===== config.mk =====
export PLATFORM = sky130hd
export DESIGN_NAME = pedal_signal_conditioner_flat
export DESIGN_NICKNAME = d
export VERILOG_FILES = /design/src/rtl/core/psc_pkg.sv /design/src/rtl/core/psc_if.sv /design/src/rtl/core/pedal_signal_conditioner.sv /design/src/rtl/core/psc_mul.sv /design/src/rtl/core/psc_seq.sv /design/src/flat_wrapper.sv
export VERILOG_INCLUDE_DIRS = /design/src /design/src/rtl/core
export SDC_FILE = /design/constraint.sdc
export NUM_CORES = 2
export LEC_CHECK = 0
export BUFFER_PORTS_ARGS = -buffer_cell sky130_fd_sc_hd__buf_2
export CORE_UTILIZATION = 50
export DETAILED_ROUTE_END_ITERATION = 10
export PLACE_DENSITY_LB_ADDON = 0.3
export REMOVE_ABC_BUFFERS = 1
export SLEW_MARGIN = 10
export SYNTH_ARGS = -nofsm -noshare
export SYNTH_HDL_FRONTEND = slang
export SYNTH_SLANG_ARGS = --single-unit

===== constraint.sdc =====
create_clock -name i_clk -period 12.8 [get_ports i_clk]
set_input_delay 1.92 -clock i_clk [delete_from_list [all_inputs] [get_ports i_clk]]
set_output_delay 1.92 -clock i_clk [all_outputs]
set_load 0.02 [all_outputs]

===== src/rtl/core/pedal_signal_conditioner_macros.svh =====
// Assertion macros shared by the pedal signal conditioner RTL.
`ifndef PEDAL_SIGNAL_CONDITIONER_MACROS_SVH
`define PEDAL_SIGNAL_CONDITIONER_MACROS_SVH

`ifndef SYNTHESIS
// same-cycle implication
`define PSC_ASSERT_IMP(lbl, clk, rst_n, ante, cons, msg) \
    lbl: assert property (@(posedge clk) disable iff (!rst_n) (ante) |-> (cons)) \
        else $error(msg);
// next-cycle implication
`define PSC_ASSERT_NXT(lbl, clk, rst_n, ante, cons, msg) \
    lbl: assert property (@(posedge clk) disable iff (!rst_n) (ante) |=> (cons)) \
        else $error(msg);
`else
`define PSC_ASSERT_IMP(lbl, clk, rst_n, ante, cons, msg)
`define PSC_ASSERT_NXT(lbl, clk, rst_n, ante, cons, msg)
`endif

`endif


===== src/rtl/core/psc_pkg.sv =====
// Package: types, constants and register codes of the pedal signal conditioner.
package psc_pkg;

    localparam int ADC_BITS_DEF = 12;

    localparam int CFG_IDX_W  = 8;
    localparam int CFG_DATA_W = 12;
    localparam int A_LEVEL_W  = 11;
    localparam int LEVEL_W    = 12;

    localparam logic [CFG_IDX_W-1:0] CFG_BRAKE_ON     = 8'd0;
    localparam logic [CFG_IDX_W-1:0] CFG_BRAKE_OFF    = 8'd1;
    localparam logic [CFG_IDX_W-1:0] CFG_TORQUE_CUT   = 8'd2;
    localparam logic [CFG_IDX_W-1:0] CFG_TORQUE_REARM = 8'd3;

    localparam logic [LEVEL_W-1:0] BRAKE_ON_RST     = 12'd1850;
    localparam logic [LEVEL_W-1:0] BRAKE_OFF_RST    = 12'd1650;
    localparam logic [LEVEL_W-1:0] TORQUE_CUT_RST   = 12'd813;
    localparam logic [LEVEL_W-1:0] TORQUE_REARM_RST = 12'd215;

    localparam logic [LEVEL_W-1:0] A_MIN       = 12'd866;
    localparam logic [LEVEL_W-1:0] A_MAX       = 12'd1220;
    localparam logic [LEVEL_W-1:0] B_MIN       = 12'd120;
    localparam logic [LEVEL_W-1:0] B_MAX       = 12'd2100;
    localparam logic [LEVEL_W-1:0] BRAKE_MIN   = 12'd1293;
    localparam logic [LEVEL_W-1:0] A_FAULT     = 12'd2500;
    localparam logic [LEVEL_W-1:0] B_FAULT     = 12'd2400;
    localparam logic [LEVEL_W-1:0] BRAKE_FAULT = 12'd2700;

    // mismatch curve in Q16: f(a) = (K2*a - K1)*a + K0
    localparam int Q_SHIFT = 16;
    localparam int QT_W    = 19;   // signed width of K2*a - K1 over the clamp range
    localparam int F_W     = 30;   // f is positive and below 2^29 over the clamp range
    localparam logic [10:0] K2 = 11'd643;
    localparam logic [19:0] K1 = 20'd619774;
    localparam logic [25:0] K0 = 26'd62469734;

    typedef enum logic [2:0] {
        ST_IDLE,
        ST_DIV_A,
        ST_DIV_B,
        ST_DIV_K,
        ST_QUAD_LIN,
        ST_QUAD_SQ,
        ST_FINISH
    } t_state;

    typedef enum logic [2:0] {
        MUL_DIV_A,
        MUL_DIV_B,
        MUL_DIV_K,
        MUL_LIN,
        MUL_SQ
    } t_mul_sel;

    typedef struct packed {
        logic     accept;
        logic     mul_en;
        t_mul_sel mul_sel;
        logic     cap_a;
        logic     cap_b;
        logic     cap_k;
        logic     finish;
    } t_seq_ctrl;

endpackage


===== src/rtl/core/psc_if.sv =====
// Channel interfaces: sample request, result request and register write.
interface psc_in_if #(
    parameter int ADC_BITS = psc_pkg::ADC_BITS_DEF
);
    logic                valid;
    logic                ready;
    logic [ADC_BITS-1:0] throttle_a_sample;
    logic [ADC_BITS-1:0] throttle_b_sample;
    logic [ADC_BITS-1:0] brake_sample;
    logic                run_permitted;

    modport source (
        output valid, throttle_a_sample, throttle_b_sample, brake_sample, run_permitted,
        input  ready
    );
    modport sink (
        input  valid, throttle_a_sample, throttle_b_sample, brake_sample, run_permitted,
        output ready
    );
endinterface

interface psc_out_if;
    logic                              valid;
    logic                              ready;
    logic [psc_pkg::A_LEVEL_W-1:0]     throttle_a_level;
    logic [psc_pkg::LEVEL_W-1:0]       throttle_b_level;
    logic [psc_pkg::LEVEL_W-1:0]       brake_level;
    logic                              brake_pressed;
    logic                              torque_allowed;
    logic                              torque_cut_now;
    logic                              sensor_fault;
    logic                              sensor_mismatch;

    modport source (
        output valid, throttle_a_level, throttle_b_level, brake_level, brake_pressed,
               torque_allowed, torque_cut_now, sensor_fault, sensor_mismatch,
        input  ready
    );
    modport sink (
        input  valid, throttle_a_level, throttle_b_level, brake_level, brake_pressed,
               torque_allowed, torque_cut_now, sensor_fault, sensor_mismatch,
        output ready
    );
endinterface

interface psc_cfg_if;
    logic                           valid;
    logic                           ready;
    logic [psc_pkg::CFG_IDX_W-1:0]  index;
    logic [psc_pkg::CFG_DATA_W-1:0] data;

    modport source (
        output valid, index, data,
        input  ready
    );
    modport sink (
        input  valid, index, data,
        output ready
    );
endinterface


===== src/rtl/core/pedal_signal_conditioner.sv =====
// Pedal signal conditioner top level: filters, clamps, flags and mismatch check.
// A sample set accepted in ST_IDLE steps through DIV_A, DIV_B, DIV_K, QUAD_LIN and QUAD_SQ
// on the single shared multiplier (three divide-by-6, two quadratic products); ST_FINISH
// registers the result once output is free; then ST_IDLE takes new sets. Reset: synchronous
// i_rst_n clears history and flags but sets torque, loads default levels; no clear pass.
`include "pedal_signal_conditioner_macros.svh"

module pedal_signal_conditioner #(
    parameter int ADC_BITS = psc_pkg::ADC_BITS_DEF
) (
    input  logic  i_clk,
    input  logic  i_rst_n,
    psc_in_if.sink    i_in,
    psc_cfg_if.sink   i_cfg,
    psc_out_if.source o_out
);

    localparam int SUM_W  = ADC_BITS + 3;
    localparam int RCP_SH = SUM_W;
    localparam int RCP    = (1 << SUM_W) / 6;
    localparam int RCP_W  = SUM_W - 2;
    localparam int MA_W   = (SUM_W + 1 > psc_pkg::QT_W) ? SUM_W + 1 : psc_pkg::QT_W;
    localparam int MB_W   = (RCP_W + 1 > 12) ? RCP_W + 1 : 12;
    localparam int P_W    = MA_W + MB_W;
    localparam int FW     = (ADC_BITS > psc_pkg::LEVEL_W) ? ADC_BITS : psc_pkg::LEVEL_W;
    localparam int F_W    = psc_pkg::F_W;
    localparam int D10_W  = F_W + 3;

    // configuration
    logic [psc_pkg::LEVEL_W-1:0] r_brake_on;
    logic [psc_pkg::LEVEL_W-1:0] r_brake_off;
    logic [psc_pkg::LEVEL_W-1:0] r_torque_cut;
    logic [psc_pkg::LEVEL_W-1:0] r_torque_rearm;

    // state
    logic [ADC_BITS-1:0] r_ha0, r_ha1, r_hb0, r_hb1, r_hk0, r_hk1;
    logic [psc_pkg::LEVEL_W-1:0] r_last_brake;
    logic r_brake, r_torque, r_fault;

    // working registers
    logic [SUM_W-1:0]    r_sum_a, r_sum_b, r_sum_k;
    logic [ADC_BITS-1:0] r_fa, r_fb, r_fk;
    logic                r_run;

    // result register
    logic                          r_out_valid;
    logic [psc_pkg::A_LEVEL_W-1:0] r_out_a;
    logic [psc_pkg::LEVEL_W-1:0]   r_out_b, r_out_k;
    logic r_out_brake, r_out_torque, r_out_cut, r_out_fault, r_out_mis;

    psc_pkg::t_seq_ctrl ctrl;
    logic               in_ready;

    logic signed [MA_W-1:0] mul_a;
    logic signed [MB_W-1:0] mul_b;
    logic signed [P_W-1:0]  prod;

    logic [SUM_W-1:0]    sum_a_n, sum_b_n, sum_k_n;
    logic [SUM_W-1:0]    div_sum, rem;
    logic [ADC_BITS-1:0] q0, quo;

    logic [FW-1:0] fa_x, fb_x, fk_x, k_lvl;
    logic [psc_pkg::A_LEVEL_W-1:0] a_clamp;
    logic [psc_pkg::LEVEL_W-1:0]   b_clamp;
    logic signed [psc_pkg::QT_W-1:0] quad_t;

    logic [F_W-1:0]   f_val, d_abs;
    logic [F_W:0]     d_raw;
    logic [D10_W-1:0] d10;
    logic             mismatch;
    logic             fault_n, brake_n, cut_n, torque_n;

    psc_seq u_seq (
        .i_clk      (i_clk),
        .i_rst_n    (i_rst_n),
        .i_in_valid (i_in.valid),
        .i_out_busy (r_out_valid && !o_out.ready),
        .o_in_ready (in_ready),
        .o_ctrl     (ctrl)
    );

    psc_mul #(
        .A_W (MA_W),
        .B_W (MB_W)
    ) u_mul (
        .i_clk  (i_clk),
        .i_en   (ctrl.mul_en),
        .i_a    (mul_a),
        .i_b    (mul_b),
        .o_prod (prod)
    );

    assign i_in.ready  = in_ready;
    assign i_cfg.ready = 1'b1;

    // 3*x0 + 2*x1 + x2
    assign sum_a_n = SUM_W'({i_in.throttle_a_sample, 1'b0}) + SUM_W'(i_in.throttle_a_sample)
                   + SUM_W'({r_ha0, 1'b0}) + SUM_W'(r_ha1);
    assign sum_b_n = SUM_W'({i_in.throttle_b_sample, 1'b0}) + SUM_W'(i_in.throttle_b_sample)
                   + SUM_W'({r_hb0, 1'b0}) + SUM_W'(r_hb1);
    assign sum_k_n = SUM_W'({i_in.brake_sample, 1'b0}) + SUM_W'(i_in.brake_sample)
                   + SUM_W'({r_hk0, 1'b0}) + SUM_W'(r_hk1);

    // clamps
    assign fa_x    = FW'(r_fa);
    assign fb_x    = FW'(r_fb);
    assign fk_x    = FW'(r_fk);
    assign a_clamp = (fa_x > FW'(psc_pkg::A_MAX)) ? psc_pkg::A_LEVEL_W'(psc_pkg::A_MAX) :
                     (fa_x > FW'(psc_pkg::A_MIN)) ? psc_pkg::A_LEVEL_W'(fa_x) :
                                                    psc_pkg::A_LEVEL_W'(psc_pkg::A_MIN);
    assign b_clamp = (fb_x > FW'(psc_pkg::B_MAX)) ? psc_pkg::B_MAX :
                     (fb_x > FW'(psc_pkg::B_MIN)) ? psc_pkg::LEVEL_W'(fb_x) : psc_pkg::B_MIN;
    assign k_lvl   = (fk_x > FW'(psc_pkg::BRAKE_MIN)) ? fk_x : FW'(psc_pkg::BRAKE_MIN);

    assign quad_t = psc_pkg::QT_W'(prod - P_W'(psc_pkg::K1));

    // multiplier operands
    always_comb begin
        mul_a = '0;
        mul_b = '0;
        case (ctrl.mul_sel)
            psc_pkg::MUL_DIV_A: begin
                mul_a = MA_W'(r_sum_a);
                mul_b = MB_W'(RCP);
            end
            psc_pkg::MUL_DIV_B: begin
                mul_a = MA_W'(r_sum_b);
                mul_b = MB_W'(RCP);
            end
            psc_pkg::MUL_DIV_K: begin
                mul_a = MA_W'(r_sum_k);
                mul_b = MB_W'(RCP);
            end
            psc_pkg::MUL_LIN: begin
                mul_a = MA_W'(a_clamp);
                mul_b = MB_W'(psc_pkg::K2);
            end
            psc_pkg::MUL_SQ: begin
                mul_a = MA_W'(quad_t);
                mul_b = MB_W'(a_clamp);
            end
            default: begin
                mul_a = '0;
                mul_b = '0;
            end
        endcase
    end

    // reciprocal quotient with one correction step
    assign div_sum = ctrl.cap_a ? r_sum_a : (ctrl.cap_b ? r_sum_b : r_sum_k);
    assign q0      = prod[RCP_SH +: ADC_BITS];
    assign rem     = div_sum - (SUM_W'({q0, 2'b00}) + SUM_W'({q0, 1'b0}));
    assign quo     = (rem >= SUM_W'(6)) ? q0 + ADC_BITS'(1) : q0;

    // mismatch: 10*|f - b| > f, Q16
    assign f_val    = prod[F_W-1:0] + F_W'(psc_pkg::K0);
    assign d_raw    = {1'b0, f_val} - (F_W+1)'({b_clamp, {psc_pkg::Q_SHIFT{1'b0}}});
    assign d_abs    = d_raw[F_W] ? F_W'(-d_raw) : d_raw[F_W-1:0];
    assign d10      = D10_W'({d_abs, 3'b000}) + D10_W'({d_abs, 1'b0});
    assign mismatch = d10 > D10_W'(f_val);

    // flags
    assign fault_n  = r_fault || (fa_x > FW'(psc_pkg::A_FAULT)) || (fb_x > FW'(psc_pkg::B_FAULT))
                   || (r_last_brake > psc_pkg::BRAKE_FAULT);
    assign brake_n  = (k_lvl > FW'(r_brake_on)) ? 1'b1 :
                      ((k_lvl < FW'(r_brake_off)) && r_run) ? 1'b0 : r_brake;
    assign cut_n    = (b_clamp > r_torque_cut) && brake_n;
    assign torque_n = cut_n ? 1'b0 : ((b_clamp < r_torque_rearm) ? 1'b1 : r_torque);

    always_ff @(posedge i_clk) begin
        if (!i_rst_n) begin
            r_brake_on     <= psc_pkg::BRAKE_ON_RST;
            r_brake_off    <= psc_pkg::BRAKE_OFF_RST;
            r_torque_cut   <= psc_pkg::TORQUE_CUT_RST;
            r_torque_rearm <= psc_pkg::TORQUE_REARM_RST;
        end else if (i_cfg.valid) begin
            case (i_cfg.index)
                psc_pkg::CFG_BRAKE_ON:     r_brake_on     <= i_cfg.data;
                psc_pkg::CFG_BRAKE_OFF:    r_brake_off    <= i_cfg.data;
                psc_pkg::CFG_TORQUE_CUT:   r_torque_cut   <= i_cfg.data;
                psc_pkg::CFG_TORQUE_REARM: r_torque_rearm <= i_cfg.data;
                default: ;
            endcase
        end
    end

    always_ff @(posedge i_clk) begin
        if (!i_rst_n) begin
            r_ha0        <= '0;
            r_ha1        <= '0;
            r_hb0        <= '0;
            r_hb1        <= '0;
            r_hk0        <= '0;
            r_hk1        <= '0;
            r_last_brake <= '0;
            r_brake      <= 1'b0;
            r_torque     <= 1'b1;
            r_fault      <= 1'b0;
        end else begin
            if (ctrl.accept) begin
                r_ha1 <= r_ha0;
                r_ha0 <= i_in.throttle_a_sample;
                r_hb1 <= r_hb0;
                r_hb0 <= i_in.throttle_b_sample;
                r_hk1 <= r_hk0;
                r_hk0 <= i_in.brake_sample;
            end
            if (ctrl.finish) begin
                r_last_brake <= k_lvl[psc_pkg::LEVEL_W-1:0];
                r_brake      <= brake_n;
                r_torque     <= torque_n;
                r_fault      <= fault_n;
            end
        end
    end

    always_ff @(posedge i_clk) begin
        if (ctrl.accept) begin
            r_sum_a <= sum_a_n;
            r_sum_b <= sum_b_n;
            r_sum_k <= sum_k_n;
            r_run   <= i_in.run_permitted;
        end
        if (ctrl.cap_a) begin
            r_fa <= quo;
        end
        if (ctrl.cap_b) begin
            r_fb <= quo;
        end
        if (ctrl.cap_k) begin
            r_fk <= quo;
        end
        if (ctrl.finish) begin
            r_out_a      <= a_clamp;
            r_out_b      <= b_clamp;
            r_out_k      <= k_lvl[psc_pkg::LEVEL_W-1:0];
            r_out_brake  <= brake_n;
            r_out_torque <= torque_n;
            r_out_cut    <= cut_n;
            r_out_fault  <= fault_n;
            r_out_mis    <= mismatch;
        end
    end

    always_ff @(posedge i_clk) begin
        if (!i_rst_n) begin
            r_out_valid <= 1'b0;
        end else if (ctrl.finish) begin
            r_out_valid <= 1'b1;
        end else if (o_out.ready) begin
            r_out_valid <= 1'b0;
        end
    end

    assign o_out.valid            = r_out_valid;
    assign o_out.throttle_a_level = r_out_a;
    assign o_out.throttle_b_level = r_out_b;
    assign o_out.brake_level      = r_out_k;
    assign o_out.brake_pressed    = r_out_brake;
    assign o_out.torque_allowed   = r_out_torque;
    assign o_out.torque_cut_now   = r_out_cut;
    assign o_out.sensor_fault     = r_out_fault;
    assign o_out.sensor_mismatch  = r_out_mis;

    `PSC_ASSERT_NXT(a_accept_starts, i_clk, i_rst_n, ctrl.accept, !in_ready, "accept did not start work")
    `PSC_ASSERT_NXT(a_no_spurious_out, i_clk, i_rst_n, (!r_out_valid && !ctrl.finish), !r_out_valid, "result without finish")
    `PSC_ASSERT_IMP(a_cut_disables, i_clk, i_rst_n, (r_out_valid && r_out_cut), (!r_out_torque && r_out_brake), "cut with torque or no brake")
    `PSC_ASSERT_IMP(a_a_range, i_clk, i_rst_n, r_out_valid, (r_out_a >= psc_pkg::A_LEVEL_W'(psc_pkg::A_MIN) && r_out_a <= psc_pkg::A_LEVEL_W'(psc_pkg::A_MAX)), "throttle A out of range")

endmodule


===== src/rtl/core/psc_mul.sv =====
// Shared signed multiplier with registered product.
module psc_mul #(
    parameter int A_W = 20,
    parameter int B_W = 14
) (
    input  logic                    i_clk,
    input  logic                    i_en,
    input  logic signed [A_W-1:0]   i_a,
    input  logic signed [B_W-1:0]   i_b,
    output logic signed [A_W+B_W-1:0] o_prod
);

    logic signed [A_W+B_W-1:0] r_prod;

    always_ff @(posedge i_clk) begin
        if (i_en) begin
            r_prod <= i_a * i_b;
        end
    end

    assign o_prod = r_prod;

endmodule


===== src/rtl/core/psc_seq.sv =====
// Sequencer stepping one sample set through the shared multiplier.
module psc_seq (
    input  logic               i_clk,
    input  logic               i_rst_n,
    input  logic               i_in_valid,
    input  logic               i_out_busy,
    output logic               o_in_ready,
    output psc_pkg::t_seq_ctrl o_ctrl
);

    psc_pkg::t_state r_state;
    psc_pkg::t_state n_state;

    always_ff @(posedge i_clk) begin
        if (!i_rst_n) begin
            r_state <= psc_pkg::ST_IDLE;
        end else begin
            r_state <= n_state;
        end
    end

    always_comb begin
        n_state        = r_state;
        o_in_ready     = 1'b0;
        o_ctrl         = '0;
        o_ctrl.mul_sel = psc_pkg::MUL_DIV_A;
        case (r_state)
            psc_pkg::ST_IDLE: begin
                o_in_ready = 1'b1;
                if (i_in_valid) begin
                    o_ctrl.accept = 1'b1;
                    n_state       = psc_pkg::ST_DIV_A;
                end
            end
            psc_pkg::ST_DIV_A: begin
                o_ctrl.mul_en  = 1'b1;
                o_ctrl.mul_sel = psc_pkg::MUL_DIV_A;
                n_state        = psc_pkg::ST_DIV_B;
            end
            psc_pkg::ST_DIV_B: begin
                o_ctrl.mul_en  = 1'b1;
                o_ctrl.mul_sel = psc_pkg::MUL_DIV_B;
                o_ctrl.cap_a   = 1'b1;
                n_state        = psc_pkg::ST_DIV_K;
            end
            psc_pkg::ST_DIV_K: begin
                o_ctrl.mul_en  = 1'b1;
                o_ctrl.mul_sel = psc_pkg::MUL_DIV_K;
                o_ctrl.cap_b   = 1'b1;
                n_state        = psc_pkg::ST_QUAD_LIN;
            end
            psc_pkg::ST_QUAD_LIN: begin
                o_ctrl.mul_en  = 1'b1;
                o_ctrl.mul_sel = psc_pkg::MUL_LIN;
                o_ctrl.cap_k   = 1'b1;
                n_state        = psc_pkg::ST_QUAD_SQ;
            end
            psc_pkg::ST_QUAD_SQ: begin
                o_ctrl.mul_en  = 1'b1;
                o_ctrl.mul_sel = psc_pkg::MUL_SQ;
                n_state        = psc_pkg::ST_FINISH;
            end
            psc_pkg::ST_FINISH: begin
                if (!i_out_busy) begin
                    o_ctrl.finish = 1'b1;
                    n_state       = psc_pkg::ST_IDLE;
                end
            end
            default: begin
                n_state = psc_pkg::ST_IDLE;
            end
        endcase
    end

endmodule

===== src/flat_wrapper.sv =====
// flat-port wrapper written by rule: the top's interface ports become plain ports
module pedal_signal_conditioner_flat 
#(
    parameter int ADC_BITS = psc_pkg::ADC_BITS_DEF
)
  (i_clk, i_rst_n, i_in_valid, i_in_throttle_a_sample, i_in_throttle_b_sample, i_in_brake_sample, i_in_run_permitted, i_in_ready, i_cfg_valid, i_cfg_index, i_cfg_data, i_cfg_ready, o_out_valid, o_out_throttle_a_level, o_out_throttle_b_level, o_out_brake_level, o_out_brake_pressed, o_out_torque_allowed, o_out_torque_cut_now, o_out_sensor_fault, o_out_sensor_mismatch, o_out_ready);
  psc_in_if #(.ADC_BITS(ADC_BITS)) i_in_i ();
  psc_cfg_if i_cfg_i ();
  psc_out_if o_out_i ();
  input  logic i_clk;
  input  logic i_rst_n;
  input wire logic [$bits(i_in_i.valid)-1:0] i_in_valid;
  input wire logic [$bits(i_in_i.throttle_a_sample)-1:0] i_in_throttle_a_sample;
  input wire logic [$bits(i_in_i.throttle_b_sample)-1:0] i_in_throttle_b_sample;
  input wire logic [$bits(i_in_i.brake_sample)-1:0] i_in_brake_sample;
  input wire logic [$bits(i_in_i.run_permitted)-1:0] i_in_run_permitted;
  output wire logic [$bits(i_in_i.ready)-1:0] i_in_ready;
  input wire logic [$bits(i_cfg_i.valid)-1:0] i_cfg_valid;
  input wire logic [$bits(i_cfg_i.index)-1:0] i_cfg_index;
  input wire logic [$bits(i_cfg_i.data)-1:0] i_cfg_data;
  output wire logic [$bits(i_cfg_i.ready)-1:0] i_cfg_ready;
  output wire logic [$bits(o_out_i.valid)-1:0] o_out_valid;
  output wire logic [$bits(o_out_i.throttle_a_level)-1:0] o_out_throttle_a_level;
  output wire logic [$bits(o_out_i.throttle_b_level)-1:0] o_out_throttle_b_level;
  output wire logic [$bits(o_out_i.brake_level)-1:0] o_out_brake_level;
  output wire logic [$bits(o_out_i.brake_pressed)-1:0] o_out_brake_pressed;
  output wire logic [$bits(o_out_i.torque_allowed)-1:0] o_out_torque_allowed;
  output wire logic [$bits(o_out_i.torque_cut_now)-1:0] o_out_torque_cut_now;
  output wire logic [$bits(o_out_i.sensor_fault)-1:0] o_out_sensor_fault;
  output wire logic [$bits(o_out_i.sensor_mismatch)-1:0] o_out_sensor_mismatch;
  input wire logic [$bits(o_out_i.ready)-1:0] o_out_ready;
  assign i_in_i.valid = i_in_valid;
  assign i_in_i.throttle_a_sample = i_in_throttle_a_sample;
  assign i_in_i.throttle_b_sample = i_in_throttle_b_sample;
  assign i_in_i.brake_sample = i_in_brake_sample;
  assign i_in_i.run_permitted = i_in_run_permitted;
  assign i_in_ready = i_in_i.ready;
  assign i_cfg_i.valid = i_cfg_valid;
  assign i_cfg_i.index = i_cfg_index;
  assign i_cfg_i.data = i_cfg_data;
  assign i_cfg_ready = i_cfg_i.ready;
  assign o_out_valid = o_out_i.valid;
  assign o_out_throttle_a_level = o_out_i.throttle_a_level;
  assign o_out_throttle_b_level = o_out_i.throttle_b_level;
  assign o_out_brake_level = o_out_i.brake_level;
  assign o_out_brake_pressed = o_out_i.brake_pressed;
  assign o_out_torque_allowed = o_out_i.torque_allowed;
  assign o_out_torque_cut_now = o_out_i.torque_cut_now;
  assign o_out_sensor_fault = o_out_i.sensor_fault;
  assign o_out_sensor_mismatch = o_out_i.sensor_mismatch;
  assign o_out_i.ready = o_out_ready;
  pedal_signal_conditioner #(.ADC_BITS(ADC_BITS)) u_core (.i_clk(i_clk), .i_rst_n(i_rst_n), .i_in(i_in_i), .i_cfg(i_cfg_i), .o_out(o_out_i));
endmodule

==> reports/summary.log <==
qor: min_path.hold_path.class reg2reg
qor: placed_design.numPortBuffers 103
qor: synth.synth_top_family_by_area adder cells
qor: timing.unrepaired_setup_endpoints_after_global_routing false
qor: timing.timing_max_transition_violations_final 0
qor: synth.synth_ff_type edfxtp_1
qor: timing.report.final.setup_viol 0
qor: timing.final_hold_viol_count 0
qor: drt.drtIter0Drc 1445
qor: synth.synth_simple_gate_area_share 0.147
qor: placed_design.place_area 31200 um2
qor: run_status.outcome complete, but fails checks
qor: critical_path.crit_top_cell a21oi_1
qor: cells_and_area.syn_to_final_growth 8.12%
qor: global_routing.antenna_found_initial 1
qor: cells_and_area.leading_cell_types_in_the_layout_fill_and_taps_excluded inv_1 (547), nand2_1 (453), ha_1 (316)
qor: synth.synthMuxAreaShare 0.0219
qor: synth.asyncSetResetFlopFracSynth 0
qor: critical_path.cp_max_fo 18
qor: critical_path.worst_path_dominant_cell_family compound AO/OA/AOI/OAI gates
qor: clock_network.clkTransAtPathRegs 0.05 ns
qor: critical_path.timing.critical_path.required 13.10 ns
qor: synth.number_of_synthesized_register_bits 291
qor: clock_network.cts_root_buf clkbuf_16
qor: placed_design.placedCellCount 4208
qor: timing.fin_setup_tns 0 ns
qor: drt.detailedRoute.firstPassIterationCount 8
qor: die.num_rows 89
qor: synth.post_synth_num_cell_types 74
qor: critical_path.critical_path.slowest_cell edfxtp_1
qor: global_routing.grt_pass1_wl 118000 um
qor: critical_path.flop2flop_setup_slack 3.74 ns
qor: cells_and_area.fillerInstances 5429
qor: clock_network.cts_num_sinks 291
qor: synth.post_synth_xor_area_fraction 0.0567
qor: synth.yosysWarnings 0
qor: cells_and_area.drive_gt1_frac 0.0609
qor: drt.drt-total-wl 73000 um
qor: timing.max-slew-margin-rel 0.236
qor: cells_and_area.nNetsFinal 4105
qor: clock_network.tritoncts built
qor: critical_path.criticalPathCategory reg2reg
qor: global_routing.global_route_congestion_overflow_total 0
qor: placed_design.globalplace.congestion 0.967
qor: clock_network.maximum_buffer_depth_of_the_clock_tree 3
qor: die.boundaryPins 105
qor: clock_network.cts_post_setup_buffers_inserted 0
qor: synth.synth-edff-count 152
qor: critical_path.arrival 9.35 ns
qor: job.cap_viol_max_count 0
qor: critical_path.start_kind register
qor: clock_network.clkLatencyLatePin 0.56 ns
qor: timing.pin_slew_with_the_least_headroom_to_its_limit 1.15 ns
qor: clock_network.cts_inserted_buffers 37
qor: drt.antenna_left 0
qor: drt.viasPerCell 5.44
qor: global_routing.largest_net_degree_at_the_start_of_global_routing 81
qor: cells_and_area.stdcell_count 4273
qor: synth.syn-cell-area 29900 um2
qor: synth.adder_cell_share_of_the_synthesized_area 0.301
qor: cells_and_area.layout_commonest_cell inv_1
qor: die.initial_standard_cell_utilization_of_the_core 0.506
qor: clock_network.ctsResizeCount 0
qor: global_routing.grt_usage 0.245
qor: synth.avgSynthCellArea 8.79 um2
qor: drt.route.detailed.wl_per_inst 17.1 um
qor: clock_network.ctsHtreeMaxLevel 2
qor: die.floorplan.die.width 247 um
qor: timing.fmaxAchievable 110 MHz
qor: cells_and_area.design_area 32400 um2
qor: drt.vias 23266
qor: cells_and_area.final_core_density 0.547
qor: synth.fraction_of_the_yosys_area_taken_by_sequential_cells 0.245
qor: placed_design.detailed_place_hpwl 58100 um
qor: critical_path.timing.critical_path.slowest_cell_delay 0.58 ns
qor: critical_path.end_kind register
qor: run_status.violated_checks design-rule violations
qor: clock_network.cts_hold_buffers 0
qor: critical_path.crit_buf_inv 1
qor: timing.period_share 0.708
qor: drt.drt_drc_violations_left 12
qor: timing.post-route-min-period 9.06 ns
qor: synth.synth_compound_gate_area_share 0.146
qor: die.die-area 60900 um2
qor: die.coreArea 59100 um2
qor: cells_and_area.n_antenna_cell 0
qor: global_routing.number_of_global_route_vias_before_repair 22646
qor: die.die_y 247 um
qor: synth.synth_cells 3408
qor: timing.setup_clock_skew_after_layout 0.0240 ns
[sequential cells by signal, indices dropped and copies added (netlist names), 12 cells and up]
signal / count
u_core.r_hb0: 12
u_core.r_brake_on: 12
u_core.r_torque_rearm: 12
u_core.r_sum_k: 15
u_core.o_out.brake_level: 12
u_core.r_hk1: 12
u_core.r_hk0: 12
u_core.fb_x: 12
u_core.o_out.throttle_b_level: 12
u_core.r_ha0: 12
u_core.r_torque_cut: 12
u_core.r_ha1: 12
u_core.r_hb1: 12
u_core.u_mul.o_prod: 30
u_core.fa_x: 12
u_core.r_sum_b: 15
u_core.fk_x: 12
u_core.r_last_brake: 12
u_core.r_brake_off: 12
u_core.r_sum_a: 15
[metal layers]
| metal | vias to the layer above | wire length (um) | share of wire | track usage |
|---|---|---|---|---|
| met2 | 625 | 33400 | 0.46 | 0.396 |
| met4 | 2 | 2590 | 0.036 | 0.0853 |
| li1 | 11376 | - | - | - |
| met3 | 136 | 4250 | 0.058 | 0.0340 |
| met5 | - | 12 | 0.00016 | 0 |
| met1 | 11127 | 32800 | 0.45 | 0.335 |
[worst paths after layout]
kind,from,end,cells past startpoint
max,u_core.u_mul.o_prod[1],u_core.o_out.sensor_mismatch,39
min,u_core.r_hb1[5],u_core.r_hb1[5],2
max reg2reg,u_core.u_mul.o_prod[1],u_core.o_out.sensor_mismatch,39
min reg2reg,u_core.r_hb1[5],u_core.r_hb1[5],2
[cells in the mapped netlist (15+ instances only)]
cell type / count / area share
or3_1: 15 / 0.0031
o21a_1: 32 / 0.0080
o211ai_1: 24 / 0.0060
fa_1: 253 / 0.17
a211oi_1: 27 / 0.0068
xor2_1: 48 / 0.014
a21boi_0: 107 / 0.027
nor3_1: 43 / 0.0072
nand2b_1: 42 / 0.0088
o21ai_0: 122 / 0.020
o21bai_1: 24 / 0.0060
xnor2_1: 146 / 0.043
nand3_1: 32 / 0.0053
nand2_1: 454 / 0.057
a21o_1: 74 / 0.019
edfxtp_1: 152 / 0.15
a21oi_1: 156 / 0.026
nand4_1: 26 / 0.0054
dfxtp_1: 139 / 0.093
mux2i_1: 62 / 0.021
nor2_1: 214 / 0.027
clkbuf_1: 76 / 0.0095
inv_1: 547 / 0.069
ha_1: 316 / 0.13
nor2b_1: 58 / 0.012
buf_1: 15 / 0.0019
and2_1: 30 / 0.0063
a31oi_1: 17 / 0.0036
[cell type report]
type / count / area [um2] / area share
flip-flops and latches: 291 / 7350 / 0.227
inverters: 550 / 2070 / 0.0639
repair buffers: 124 / 676 / 0.0209
multi-input cells: 2470 / 20200 / 0.623
clock buffers: 45 / 976 / 0.0301
clock inverters: 20 / 164 / 0.00506
well taps: 773 / 967 / 0.0299
[through the flow]
stage          setup WS (ns)  hold slack (ns)
2_1_floorplan           4.37            0.438
3_3_place_gp            3.99            0.449
3_5_place_dp            3.81            0.456
4_1_cts                 3.80            0.466
5_1_grt                 2.76            0.484
6_report                3.74            0.461
[worst reg2reg max path: cells and delay by family, from the launching register on]
family	cells	cell delay (ns)
buf+inv	1	0.13
flops	1	0.58
xor+xnor	3	0.57
compound gates	22	4.59
fa+ha+maj	4	1.17
simple gates	9	1.75
[cells by family after synthesis]
| logic type | Yosys count |
|---|---|
| and+or+nand+nor | 976 |
| adders and majority gates | 569 |
| other | 2 |
| AOI/OAI and AO/OA | 663 |
| DFF | 291 |
| xor gates and xnor gates | 194 |
| muxes | 65 |
| buffers and inverters | 648 |
Power is not shown: default switching activity piles up to over one toggle a cycle in this logic, so the estimate is an artifact.
